**src/rtl/whf_pkg.sv**
```systemverilog
// Shared constants and types for the wind vane heading filter.
// No dependencies; imported by every module of the block.
`default_nettype none

package whf_pkg;

  // Field widths
  localparam int RAW_W    = 12;
  localparam int SAMPLE_W = 15;
  localparam int OFFSET_W = 10;
  localparam int SECTOR_W = 4;
  localparam int DATA_W   = 32;
  localparam int ADDR_W   = 3;

  // Register index decode (paddr[2] selects the word)
  localparam logic REG_IDX_OFFSET = 1'b0;

  // Averaging window
  localparam int WINDOW_DEPTH = 400;
  localparam int WIDX_W       = (WINDOW_DEPTH > 1) ? $clog2(WINDOW_DEPTH) : 1;
  localparam int SAMPLE_MAX   = 22800;
  localparam int SUM_W        = $clog2(longint'(SAMPLE_MAX) * WINDOW_DEPTH + 1);

  // Sum / WINDOW_DEPTH by reciprocal multiply, exact over the whole sum range
  localparam int AVG_SHIFT = SUM_W + $clog2(WINDOW_DEPTH);
  localparam longint unsigned AVG_RECIP_L =
    ((64'd1 << AVG_SHIFT) + WINDOW_DEPTH - 1) / WINDOW_DEPTH;
  localparam int AVG_RECIP_W = $clog2(AVG_RECIP_L + 1);
  localparam logic [AVG_RECIP_W-1:0] AVG_RECIP = AVG_RECIP_W'(AVG_RECIP_L);
  localparam int AVG_PROD_W = SUM_W + AVG_RECIP_W;

  // Raw count to Q9.6 degrees: raw * 5568 / 1000 == raw * 696 / 125
  localparam int CONV_MUL = 696;
  localparam int CONV_DIV = 125;
  localparam int CONV_X_W = $clog2(((1 << RAW_W) - 1) * CONV_MUL + 1);
  localparam int CONV_SHIFT = CONV_X_W + $clog2(CONV_DIV);
  localparam longint unsigned CONV_RECIP_L =
    ((64'd1 << CONV_SHIFT) + CONV_DIV - 1) / CONV_DIV;
  localparam int CONV_RECIP_W = $clog2(CONV_RECIP_L + 1);
  localparam logic [CONV_RECIP_W-1:0] CONV_RECIP = CONV_RECIP_W'(CONV_RECIP_L);
  localparam int CONV_PROD_W = CONV_X_W + CONV_RECIP_W;

  // Angle constants in Q9.6
  localparam int Q6_FULL_TURN   = 23040;
  localparam int Q6_JUMP_LIMIT  = 5760;
  localparam int Q6_HALF_SECTOR = 720;
  localparam int Q6_SECTOR      = 1440;
  localparam int OFFSET_LIMIT   = 359;
  localparam int HEAD_S_W       = SAMPLE_W + 2;

  // Sector index: (heading + half sector) / sector by reciprocal multiply
  localparam int SECT_IN_W  = SAMPLE_W;
  localparam int SECT_SHIFT = SECT_IN_W + $clog2(Q6_SECTOR);
  localparam longint unsigned SECT_RECIP_L =
    ((64'd1 << SECT_SHIFT) + Q6_SECTOR - 1) / Q6_SECTOR;
  localparam int SECT_RECIP_W = $clog2(SECT_RECIP_L + 1);
  localparam logic [SECT_RECIP_W-1:0] SECT_RECIP = SECT_RECIP_W'(SECT_RECIP_L);
  localparam int SECT_PROD_W = SECT_IN_W + SECT_RECIP_W;

  // Sample queue between front and back
  localparam int QUEUE_DEPTH = 4;
  localparam int QPTR_W      = $clog2(QUEUE_DEPTH);
  localparam int QCNT_W      = $clog2(QUEUE_DEPTH + 1);

  typedef struct packed {
    logic                valid;
    logic [SAMPLE_W-1:0] sample;
  } samp_beat_t;

endpackage

`default_nettype wire

```
**src/rtl/whf_queue.sv**
```systemverilog
// Short sample queue that decouples the converter from the averaging back end.
// Depends on whf_pkg.
`default_nettype none

module whf_queue (
  input  wire logic                        clk,
  input  wire logic                        rst,
  input  wire whf_pkg::samp_beat_t         in_beat,
  input  wire logic                        deq,
  output whf_pkg::samp_beat_t              head,
  output logic [whf_pkg::QCNT_W-1:0]       count
);
  import whf_pkg::*;

  logic [SAMPLE_W-1:0] slots [QUEUE_DEPTH];
  logic [QPTR_W-1:0]   wr_ptr;
  logic [QPTR_W-1:0]   rd_ptr;
  logic                do_deq;

  assign do_deq      = deq && (count != '0);
  assign head.valid  = (count != '0);
  assign head.sample = slots[rd_ptr];

  always_ff @(posedge clk) begin
    if (in_beat.valid) begin
      slots[wr_ptr] <= in_beat.sample;
    end
  end

  always_ff @(posedge clk) begin
    if (rst) begin
      wr_ptr <= '0;
      rd_ptr <= '0;
      count  <= '0;
    end else begin
      if (in_beat.valid) begin
        wr_ptr <= (wr_ptr == QPTR_W'(QUEUE_DEPTH - 1)) ? '0 : wr_ptr + 1'b1;
      end
      if (do_deq) begin
        rd_ptr <= (rd_ptr == QPTR_W'(QUEUE_DEPTH - 1)) ? '0 : rd_ptr + 1'b1;
      end
      case ({in_beat.valid, do_deq})
        2'b10:   count <= count + 1'b1;
        2'b01:   count <= count - 1'b1;
        default: count <= count;
      endcase
    end
  end

endmodule

`default_nettype wire

```
**config.mk**
```make
export PLATFORM = sky130hd
export DESIGN_NAME = whf_queue
export DESIGN_NICKNAME = d
export VERILOG_FILES = /design/src/rtl/whf_pkg.sv /design/src/rtl/whf_queue.sv
export SDC_FILE = /design/constraint.sdc
export NUM_CORES = 1
export LEC_CHECK = 0
export CAP_MARGIN = 20
export CORE_MARGIN = 4
export CORE_UTILIZATION = 35
export DETAILED_ROUTE_END_ITERATION = 10
export DONT_BUFFER_PORTS = 1
export SLEW_MARGIN = 20
export SYNTH_ARGS = -nofsm -noshare
export SYNTH_HDL_FRONTEND = slang
export SYNTH_SLANG_ARGS = --single-unit
```
**constraint.sdc**
```tcl
create_clock -name clk -period 1.9 [get_ports clk]
set_input_delay 0.19 -clock clk [delete_from_list [all_inputs] [get_ports clk]]
set_output_delay 0.19 -clock clk [all_outputs]
set_load 0.01 [all_outputs]
```
Yosys cells after proc, flatten, opt, wreduce, memory -nomap -nowiden:

Memory sizes are Yosys's and may differ from the RTL's. A register that Yosys moved wholly into a read port is not among the register bits.
Index checks and enable logic that the tools add are counted.

* bits in registers: 7
* bits in writable memories: 60
* bits of input ports: 19
* output and inout bits: 19
* word-level logic and storage cells: 22
* memories kept: 1

* $add $sub $neg: 4
* eq/ne operators: 4
* muxes and demuxes: 7
* reductions and logical operators: 3

Memory list
* slots: words 4, bits a word 15, read ports 1, clocked after memory_dff 1, wr ports 1, RTL line whf_queue.sv:15 `logic [SAMPLE_W-1:0] slots [QUEUE_DEPTH];`

Operators with widths (number)
* $mux 2: 4
* $eq 2x2->1 const B: 3
* $pmux 3 s2: 1
* $add 2x1->2 const B: 2
* $add 3x1->3 const B: 1
* $reduce_bool 3->1: 1
* $sub 3x1->3 const B: 1
* $eq 2x1->1 const B: 1
* $mux 1: 2
* $reduce_bool 2->1: 1
* $logic_and 1x1->1: 1

Longest topological paths before layout:

* word-level depth: 4
* gate-level depth with buffers: 8

Least setup slack after synthesis:

Ideal clock, no wire load.

* path kind: reg-to-reg
* start point: register count[0] in the netlist's numbering
* end point: register count[2] in the netlist's numbering
* library setup time: 70 ps
* arrival: 1743 ps
* data required time: 1830 ps
* setup slack: 87 ps
* stages on the path, launching flop included: 9
* path buffers: 0
* cell sequence: dfxtp_1 o31ai_2 inv_1 ha_1 inv_1 fa_1 xor2_1 or3_1 a21oi_1

* word-level cells in the longest chain between the ends: 4
* elaborated cells between the ends (all ways): 8
* classes of those cells: 2 x add/sub; 2 x eq/ne; 1 x mux; 3 x reduce/logical

RTL lines
* start: declaration: RTL line whf_queue.sv:11 `output logic [whf_pkg::QCNT_W-1:0] count`
* start signal: assignment: RTL line whf_queue.sv:43 `2'b10: count <= count + 1'b1;`
* start signal: assignment: RTL line whf_queue.sv:44 `2'b01: count <= count - 1'b1;`
* start signal: assignment: RTL line whf_queue.sv:45 `default: count <= count;`
* branches (longest 4 deep; another with $sub 3x1->3)

Parallel ways; which one is timed is not known.
A chain may end at the register's enable or synchronous reset.

Worst setup path in the final report:

Ends and elaborated chain as after synthesis.

==> flow_metrics.tcl <==
set metrics [dict create \
    timing.rr.start "count[0]" \
    die_y_um 95.0 \
    period_minus_slack_ps 1800 \
    drt_wl_total_mm 4.36 \
    yosysTopAreaCell "edfxtp_1" \
    rr_worst_depth 8 \
    postSynthCellCount 126 \
    setup_viol_count_final 0 \
    start_kind "flop" \
    place_area_mm2 0.00282 \
    dp_hpwl_mm 3.01 \
    power_density_mw_per_mm2 1140 \
    synth-edff-count 60 \
    clk_pin_slew_ps 60 \
    via_per_inst 4.60 \
    synth.area.top_cells "edfxtp_1, mux4_2, dfxtp_1" \
    clock_latency_ps 330 \
    grt_pass1_vias 1379 \
    finalHoldViolCount 0 \
    root_buffer "clkbuf_8" \
    clk_path_buf_depth 2 \
    io_buffers 0 \
    overflow 0 \
    syn_area_mm2 0.00265 \
    cts_num_sinks 69 \
    dp_cells 230 \
    cp.required_ps 2150 \
    final_area_mm2 0.00315 \
    yosysWarnings 0 \
    max_freq_ghz 0.555 \
    maxSlewViolCount 0 \
    syn_avg_cell_area_um2 21.0 \
    drive_gt1_frac 0.193 \
    via_count 1197 \
    skew_ps 7.58 \
    synthArstFlopShare 0 \
    worst-slew-pin-transition_ps 785 \
    insertedDiodeCount 0 \
    synthFlopType "edfxtp_1" \
    rsz0062_at_grt "false" \
    ir_drop_mv 0.570 \
    cap_violations 0 \
    ys_seq_area_frac 0.748 \
    hp-start "in_beat[15]" \
    ys_ff_latch 69 \
    yosysMostFrequentCell "edfxtp_1" \
    grt_pass1_wl_mm 6.84 \
    layoutNonFillerInstCount 260 \
    nets 184 \
    yosysUniqueCellTypes 20 \
    chipWidth_um 95.0 \
    cp_max_fo 2 \
    grtUsageTotal 0.107 \
    tns_ps 0 \
    reg2reg_to "count[2]" \
    status "finished clean" \
    drt_iter0_drc 30 \
    routedWlPerCell_um 16.8 \
    rows 31 \
    r2r_slack_ps 100 \
    antenna_found_initial 0 \
    synth_common_cells "edfxtp_1, mux4_2, dfxtp_1" \
    io_pins 38 \
    area_growth_pct 19.1 \
    synth_top_area_share 0.680 \
    firstDrtPassIters 6 \
    die-area_mm2 0.00902 \
    ant_nets 0 \
    drc 0 \
    gp_congestion 0.701 \
    critPathArrivalTime_ps 2050 \
    leakage_nw 1.06 \
    cts-htree-levels 3 \
    syn_nets 152 \
    criticalPathCategory "flop to flop" \
    core_area_mm2 0.00729 \
    grt_max_degree 16 \
    slew-limit-headroom 0.476 \
    min-delay-path-class "input port to flop" \
    holdPathStages 2 \
    end_kind "flop" \
    cts_tree "built" \
    cts_inserted_buffers 9 \
    finalCritPeriodShare 0.948 \
    initial_core_util 0.363 \
    min_delay_worst_endpoint "wr_ptr[1]" \
    nFillCells 675 \
]
[placed cells by master (no fill, tap or decap), drive strengths merged, types with 2 or more instances in the layout]
cell | synthesis | layout
edfxtp | 60 | 60
xor2 | 2 | 2
mux2i | 2 | 2
and2 | 4 | 4
a21oi | 4 | 4
nor2 | 6 | 6
mux4 | 15 | 15
or3 | 3 | 3
dfxtp | 9 | 9
buf | 3 | 8
inv | 7 | 7
clkinv | 0 | 3
clkbuf | 0 | 10
dlygate4sd3 | 0 | 16
ha | 6 | 6
[metrics by stage]
stage	utilization	total power, W	hold slack, ps	worst slack, ps
floorplan	-	0.00237	259	86.9
global placement	0.387	0.00250	261	215
detailed placement	0.387	0.00254	265	89.1
CTS	0.432	0.00364	17.0	71.9
global route	0.433	0.00378	27.9	12.2
finish	0.433	0.00360	31.5	99.4
[cell families after synthesis]
family | Yosys count | synth area share
AO/OA/AOI/OAI | 6 | 0.0142
multiplexers | 17 | 0.142
flip-flops | 69 | 0.748
XOR/XNOR | 2 | 0.00661
adder cells (fa/ha/maj) | 7 | 0.0359
AND/OR/NAND/NOR | 15 | 0.0293
buffers and inverters | 10 | 0.0236
[power by group]
part           switching, W  internal, W
Combinational      0.000380     0.000359
Sequential        0.0000487      0.00175
Clock              0.000479     0.000579
[worst max-delay path: stages, from the launching register on]
cell and delay (ps):
dfxtp_1 350, o31ai_2 80, inv_1 60, ha_2 190, inv_1 60, fa_1 370, xor2_1 160, or3_1 310
a21oi_1 150
[registers in the layout, summed over array words and instances (netlist names), named ones only]
register / count
count: 3
rd_ptr: 2
slots: 60
wr_ptr: 2
[metal layers]
metal  vias to the layer above  part of all wire  routed length [um]  GRT usage
met1                       596              0.42                1830      0.113
met2                        32              0.50                2180      0.177
met5                         -                 0                   0          0
met4                         0             0.011                  49     0.0577
met3                         7             0.069                 301     0.0510
li1                        562                 -                   -          -
[final cells by class]
class / instances / area, um2 / area share
Clock inverter: 4 / 41.3 / 0.0131
Sequential cell: 69 / 1980 / 0.629
Clock buffer: 10 / 128 / 0.0405
Inverter: 7 / 26.3 / 0.00833
Timing Repair Buffer: 24 / 245 / 0.0777
Multi-Input combinational cell: 47 / 607 / 0.192
Tap cell: 99 / 124 / 0.0393
[what timing repair did]
action,4_1_cts,5_1_grt
gates resized for setup,0,2
setup buffers,0,0
hold buffers,16,0
setup endpoints to repair,0,1
hold endpoints to repair,69,0
[worst max path at each step]
stage	from	slack (ps)	cells after the start	end
after global placement	count[2]	220	8	count[2]
after detailed placement	count[2]	90	8	count[2]
final	count[0]	100	8	count[2]
after global routing	count[0]	10	8	count[2]
after CTS	count[2]	70	8	count[2]
after floorplan	count[0]	90	8	count[2]
Power figures use the tool's default switching activity.
