[src/rtl/whf_pkg.sv]
// Shared constants and types for the wind vane heading filter.
// No dependencies; imported by every module of the block.
`default_nettype none

package whf_pkg;

  // Field widths
  localparam int RAW_W    = 12;
  localparam int SAMPLE_W = 15;
  localparam int OFFSET_W = 10;
  localparam int SECTOR_W = 4;
  localparam int DATA_W   = 32;
  localparam int ADDR_W   = 3;

  // Register index decode (paddr[2] selects the word)
  localparam logic REG_IDX_OFFSET = 1'b0;

  // Averaging window
  localparam int WINDOW_DEPTH = 400;
  localparam int WIDX_W       = (WINDOW_DEPTH > 1) ? $clog2(WINDOW_DEPTH) : 1;
  localparam int SAMPLE_MAX   = 22800;
  localparam int SUM_W        = $clog2(longint'(SAMPLE_MAX) * WINDOW_DEPTH + 1);

  // Sum / WINDOW_DEPTH by reciprocal multiply, exact over the whole sum range
  localparam int AVG_SHIFT = SUM_W + $clog2(WINDOW_DEPTH);
  localparam longint unsigned AVG_RECIP_L =
    ((64'd1 << AVG_SHIFT) + WINDOW_DEPTH - 1) / WINDOW_DEPTH;
  localparam int AVG_RECIP_W = $clog2(AVG_RECIP_L + 1);
  localparam logic [AVG_RECIP_W-1:0] AVG_RECIP = AVG_RECIP_W'(AVG_RECIP_L);
  localparam int AVG_PROD_W = SUM_W + AVG_RECIP_W;

  // Raw count to Q9.6 degrees: raw * 5568 / 1000 == raw * 696 / 125
  localparam int CONV_MUL = 696;
  localparam int CONV_DIV = 125;
  localparam int CONV_X_W = $clog2(((1 << RAW_W) - 1) * CONV_MUL + 1);
  localparam int CONV_SHIFT = CONV_X_W + $clog2(CONV_DIV);
  localparam longint unsigned CONV_RECIP_L =
    ((64'd1 << CONV_SHIFT) + CONV_DIV - 1) / CONV_DIV;
  localparam int CONV_RECIP_W = $clog2(CONV_RECIP_L + 1);
  localparam logic [CONV_RECIP_W-1:0] CONV_RECIP = CONV_RECIP_W'(CONV_RECIP_L);
  localparam int CONV_PROD_W = CONV_X_W + CONV_RECIP_W;

  // Angle constants in Q9.6
  localparam int Q6_FULL_TURN   = 23040;
  localparam int Q6_JUMP_LIMIT  = 5760;
  localparam int Q6_HALF_SECTOR = 720;
  localparam int Q6_SECTOR      = 1440;
  localparam int OFFSET_LIMIT   = 359;
  localparam int HEAD_S_W       = SAMPLE_W + 2;

  // Sector index: (heading + half sector) / sector by reciprocal multiply
  localparam int SECT_IN_W  = SAMPLE_W;
  localparam int SECT_SHIFT = SECT_IN_W + $clog2(Q6_SECTOR);
  localparam longint unsigned SECT_RECIP_L =
    ((64'd1 << SECT_SHIFT) + Q6_SECTOR - 1) / Q6_SECTOR;
  localparam int SECT_RECIP_W = $clog2(SECT_RECIP_L + 1);
  localparam logic [SECT_RECIP_W-1:0] SECT_RECIP = SECT_RECIP_W'(SECT_RECIP_L);
  localparam int SECT_PROD_W = SECT_IN_W + SECT_RECIP_W;

  // Sample queue between front and back
  localparam int QUEUE_DEPTH = 4;
  localparam int QPTR_W      = $clog2(QUEUE_DEPTH);
  localparam int QCNT_W      = $clog2(QUEUE_DEPTH + 1);

  typedef struct packed {
    logic                valid;
    logic [SAMPLE_W-1:0] sample;
  } samp_beat_t;

endpackage

`default_nettype wire

[src/rtl/whf_front.sv]
// Front end: accepts raw vane counts and converts them to Q9.6 degrees.
// Depends on whf_pkg; feeds whf_queue.
`default_nettype none

module whf_front (
  input  wire logic                         clk,
  input  wire logic                         rst,
  input  wire logic                         push,
  input  wire logic [whf_pkg::RAW_W-1:0]    raw_angle,
  input  wire logic [whf_pkg::QCNT_W-1:0]   q_count,
  output logic                              full,
  output whf_pkg::samp_beat_t               beat
);
  import whf_pkg::*;

  logic                   v1;
  logic                   v2;
  logic [CONV_X_W-1:0]    x1;
  logic [SAMPLE_W-1:0]    sample2;
  logic [CONV_PROD_W-1:0] conv_prod;
  logic [QCNT_W-1:0]      occupancy;

  // Reserve a queue slot for every beat still in the conversion pipe.
  assign occupancy = q_count + QCNT_W'(v1) + QCNT_W'(v2);
  assign full      = (occupancy >= QCNT_W'(QUEUE_DEPTH));

  assign conv_prod = CONV_PROD_W'(x1) * CONV_PROD_W'(CONV_RECIP);

  always_ff @(posedge clk) begin
    if (rst) begin
      v1 <= 1'b0;
      v2 <= 1'b0;
    end else begin
      v1 <= push && !full;
      v2 <= v1;
      x1 <= CONV_X_W'(raw_angle) * CONV_X_W'(CONV_MUL);
      sample2 <= conv_prod[CONV_SHIFT +: SAMPLE_W];
    end
  end

  assign beat.valid  = v2;
  assign beat.sample = sample2;

endmodule

`default_nettype wire

[config.mk]
export PLATFORM = sky130hd
export DESIGN_NAME = whf_front
export DESIGN_NICKNAME = d
export VERILOG_FILES = /design/src/rtl/whf_pkg.sv /design/src/rtl/whf_front.sv
export SDC_FILE = /design/constraint.sdc
export NUM_CORES = 1
export LEC_CHECK = 0
export ABC_AREA = 1
export BUFFER_PORTS_ARGS = -buffer_cell sky130_fd_sc_hd__buf_2
export CAP_MARGIN = 20
export CORE_UTILIZATION = 65
export DETAILED_ROUTE_END_ITERATION = 8
export GPL_ROUTABILITY_DRIVEN = 0
export PLACE_DENSITY = 0.83
export SLEW_MARGIN = 20
export SYNTH_ARGS = -nofsm -noshare
export SYNTH_HDL_FRONTEND = slang
export SYNTH_SLANG_ARGS = --single-unit
[constraint.sdc]
create_clock -name clk -period 12.19 [get_ports clk]
set_clock_uncertainty 0.1 [all_clocks]
set_input_delay 2.438 -clock clk [delete_from_list [all_inputs] [get_ports clk]]
set_output_delay 2.438 -clock clk [all_outputs]
set_load 0.005 [all_outputs]
[Yosys cells after proc, flatten, opt, wreduce, memory -nomap -nowiden]
Cells that the tools add are included.
Word-level totals
  flip-flop bits (word level): 36
  bits of input ports: 18
  output and inout port bits: 17
  logic and storage cells: 11
Operators by class
  $add $sub $neg: 2
  multipliers: 2
  $lt $le $gt $ge: 1
  reduce and logical (&&, ||, !) cells: 2
Operators by type and width (number)
  19-bit by 20-bit multiplier with 38-bit output, second input constant: 1
  12-bit by 7-bit multiplier with 19-bit output, second input constant: 1
  3-bit by 1-bit adder with 3-bit output: 2
  3-bit >= comparator, second input constant: 1
  1-bit logical AND: 1
  1-bit logical NOT: 1

[Logic depth before layout (Yosys ltp)]
  word-level depth: 5
  depth in mapped cells: 25
  mapped depth without buffers: 25

[Worst setup path after synthesis]
Ideal clock, no wire load.
  path type: input port to flip-flop
  from: input port raw_angle[3] (netlist name)
  to: register x1[21] (data pin)
  setup time: 257 ps
  arrival: 5362 ps
  data required time: 11833 ps
  path slack: 6471 ps
  stages: 15
  path through: ha_1 inv_1 fa_1 inv_1 fa_1 fa_1 ha_1 a21oi_1 o21a_1 inv_1 nand2_1 nand3b_1 nand2_1 nand2_1 xor2_1
Between the ends
  longest elaborated chain between the ends: 1
Ends and longest elaborated chain
  start, declared: line whf_front.sv:9  | input wire logic [whf_pkg::RAW_W-1:0] raw_angle,
  12-bit by 7-bit multiplier with 19-bit output: line whf_front.sv:36  | x1 <= CONV_X_W'(raw_angle) * CONV_X_W'(CONV_MUL);
  end signal, assigned: line whf_front.sv:36
  end, declared: line whf_front.sv:18  | logic [CONV_X_W-1:0] x1;
No other way between the ends.
A chain may end at the register's enable or synchronous reset.

[Final worst setup path]
  from: input port q_count[0] (netlist name)
  to: output port full
Between the ends
  longest elaborated chain between the ends: 3
Ends and longest elaborated chain
  start, declared: line whf_front.sv:10  | input wire logic [whf_pkg::QCNT_W-1:0] q_count,
  3-bit by 1-bit adder with 3-bit output (2 in series): line whf_front.sv:24  | assign occupancy = q_count + QCNT_W'(v1) + QCNT_W'(v2);
  3-bit >= comparator: line whf_front.sv:25  | assign full = (occupancy >= QCNT_W'(QUEUE_DEPTH));
  end, declared: line whf_front.sv:11  | output logic full,
No other way between the ends.

==> impl_metrics.py <==
metrics = {
    "grt": {
        "grt_pass1_vias": 7131,
        "grt_overflow": 0,
        "grtUsageTotal_pct": 30.68,
        "grt_start_max_net_pins": 36,
        "antenna_found_initial": 0,
        "grt_pass1_wl_microns": 33880,
    },
    "detailed_routing": {
        "first_pass_iters": 6,
        "ant_nets": 0,
        "dr.first_iter.drc_count": 477,
        "wirelength_microns": 20230,
        "route.detailed.drc": 0,
        "viasPerCell": 5.377,
        "vias": 6872,
        "wl_per_cell_microns": 15.83,
    },
    "clock_network": {
        "ctsHoldBuffers": 0,
        "cts.path.max_buffers": 2,
        "numCtsBuffers": 5,
        "cts_max_level": 2,
        "clk-insertion-delay-late_ns": 0.29,
        "cts_tree": "built",
        "cts_resized": 0,
        "clock_sinks": 36,
        "root_buffer": "clkbuf_16",
        "cts_setup_buffers": 0,
        "clk_pin_slew_worst_paths_ns": 0.06,
    },
    "floorplanning": {
        "floorplan.io_pins": 35,
        "floorplan.initialDensity_pct": 67.13,
        "dieArea_sq_um": 14260,
        "coreArea_sq_um": 13350,
        "rows": 42,
        "die_h_microns": 119.4,
        "die_w_microns": 119.4,
    },
    "synthesis": {
        "syn_area_sq_um": 8960,
        "syn-num-nets": 1403,
        "synth_top_area_share_pct": 30.44,
        "synthCells": 1060,
        "synth.avg_cell_area_sq_um": 8.453,
        "yosys.area.top_type": "ha_1",
        "synthTopCellsByArea": "ha_1, fa_1, inv_1, edfxtp_1, nand2_1",
        "ys_warn_count": 0,
        "ys_seq_elements": 36,
        "synthDistinctLibCells": 33,
        "seq_area_frac_synth_pct": 11.84,
    },
    "timing": {
        "tns_ns": 0,
        "worst_pin_slew_ns": 0.7111,
        "relSlewSlack_pct": 52.10,
        "hold_violations": 0,
        "maxSlewViolCount": 0,
        "max_freq_ghz": 0.1679,
        "rsz0062_at_grt": "false",
        "finalCriticalPeriod_ns": 5.957,
        "min_period_over_period_pct": 48.87,
        "report.final.setup_viol": 0,
        "setup_slack_ns": 6.233,
    },
    "finish": {
        "syn_to_final_growth_pct": 6.075,
        "n_antenna_cell": 0,
        "fin_nets": 1444,
        "stdcell_area_sq_um": 9504,
        "drive_above_1_share_pct": 5.263,
    },
    "worst_setup_path": {
        "arrival_ns": 3.42,
        "rrSetupSlack_ns": 6.46,
        "cp-start-kind": "input pin",
        "crit_path_max_fanout": 2,
        "required_ns": 9.65,
        "worstSetupPathType": "input pin to output port",
        "cp-end-kind": "output port",
    },
    "place": {
        "place_area_sq_um": 9350,
        "io_buffers": 34,
        "dp_slack_ns": 6.092,
        "hpwl_microns": 17740,
    },
    "run": {
        "cap_viol_max_count": 0,
    },
    "outcome": {
        "status": "finished clean",
    },
    "hold_path": {
        "hold_class": "register to register",
    },
}
synth_stat cells:
| library cell | n |
|---|---|
| a211oi_1 | 1 |
| a21o_1 | 3 |
| a21oi_1 | 49 |
| a221oi_1 | 1 |
| a31oi_1 | 6 |
| and2_1 | 1 |
| buf_4 | 1 |
| dfxtp_1 | 2 |
| edfxtp_1 | 34 |
| fa_1 | 107 |
| ha_1 | 218 |
| inv_1 | 291 |
| inv_2 | 1 |
| nand2_1 | 161 |
| nand2_2 | 4 |
| nand3_1 | 36 |
| nand3b_1 | 1 |
| nand4_1 | 3 |
| nor2_1 | 59 |
| nor2_2 | 4 |
| nor2_4 | 1 |
| nor3_1 | 7 |
| nor3_2 | 1 |
| nor4_1 | 2 |
| o211ai_1 | 1 |
| o21a_1 | 6 |
| o21ai_0 | 28 |
| o21ai_2 | 2 |
| o21bai_1 | 8 |
| or2_1 | 1 |
| or2_2 | 2 |
| xnor2_1 | 4 |
| xor2_1 | 14 |
cells by family after synthesis:
| group | synth area share [%] |
|---|---|
| buffers and inverters | 12.32 |
| DFF | 11.84 |
| and+or+nand+nor | 13.13 |
| AOI/OAI and AO/OA | 6.605 |
| xor gates and xnor gates | 1.760 |
| adders and majority gates | 54.35 |
area by class of cell:
type                    instances  area, sq um
well taps                     176        220.2
multi-input cells             731         6795
flip-flops and latches         36         1061
inverters                     292         1096
repair buffers                 35        177.7
fillers                      1038         3844
clock buffers                   6        138.9
clock inverters                 2        15.01
critical path: stages:
cell and delay, ns:
buf_2 0.10, ha_1 0.28, nand2_1 0.06, inv_1 0.03, o21ai_0 0.20, xnor2_1 0.17
buf_2 0.15
stage by stage:
step / hold slack [ns] / utilization (%) / instances
after detailed placement: 0.3252 / 70.05 / 1270
final: 0.3305 / 71.20 / 1278
after floorplan: 0.3031 / - / 1060
after CTS: 0.3328 / 71.20 / 1278
after global placement: 0.3166 / 70.05 / 1270
after global routing: 0.3666 / 71.20 / 1278
state kept, by name, summed over array words and instances, names as in the netlist:
signal	count
x1	19
v2	1
v1	1
sample2	15
cell usage in the layout, fill, tap and decap left out, drive strengths merged, types with 2 or more instances in the layout:
cell,count
a21oi,49
inv,292
o21ai,30
edfxtp,34
nand2,165
o21a,6
xnor2,4
clkbuf,6
a31oi,6
nand4,3
a21o,3
nor4,2
fa,107
nor3,8
o21bai,8
xor2,14
or2,3
ha,218
dfxtp,2
nor2,64
nand3,36
buf,35
clkinvlp,2
worst paths after layout:
kind / startpoint / endpoint / depth (start not counted)
max: q_count[0] / full / 7
min: v1 / v2 / 2
max reg2reg: x1[19] / sample2[10] / 19
min reg2reg: v1 / v2 / 2
per-layer routing:
layer | GRT usage [%] | share of wire [%]
met1 | 39.14 | 42
met2 | 52.91 | 48
met3 | 4.598 | 6.3
met4 | 10.94 | 3.3
met5 | 0 | 0
Power is not shown: default switching activity piles up to over one toggle a cycle in this logic, so the estimate is an artifact.
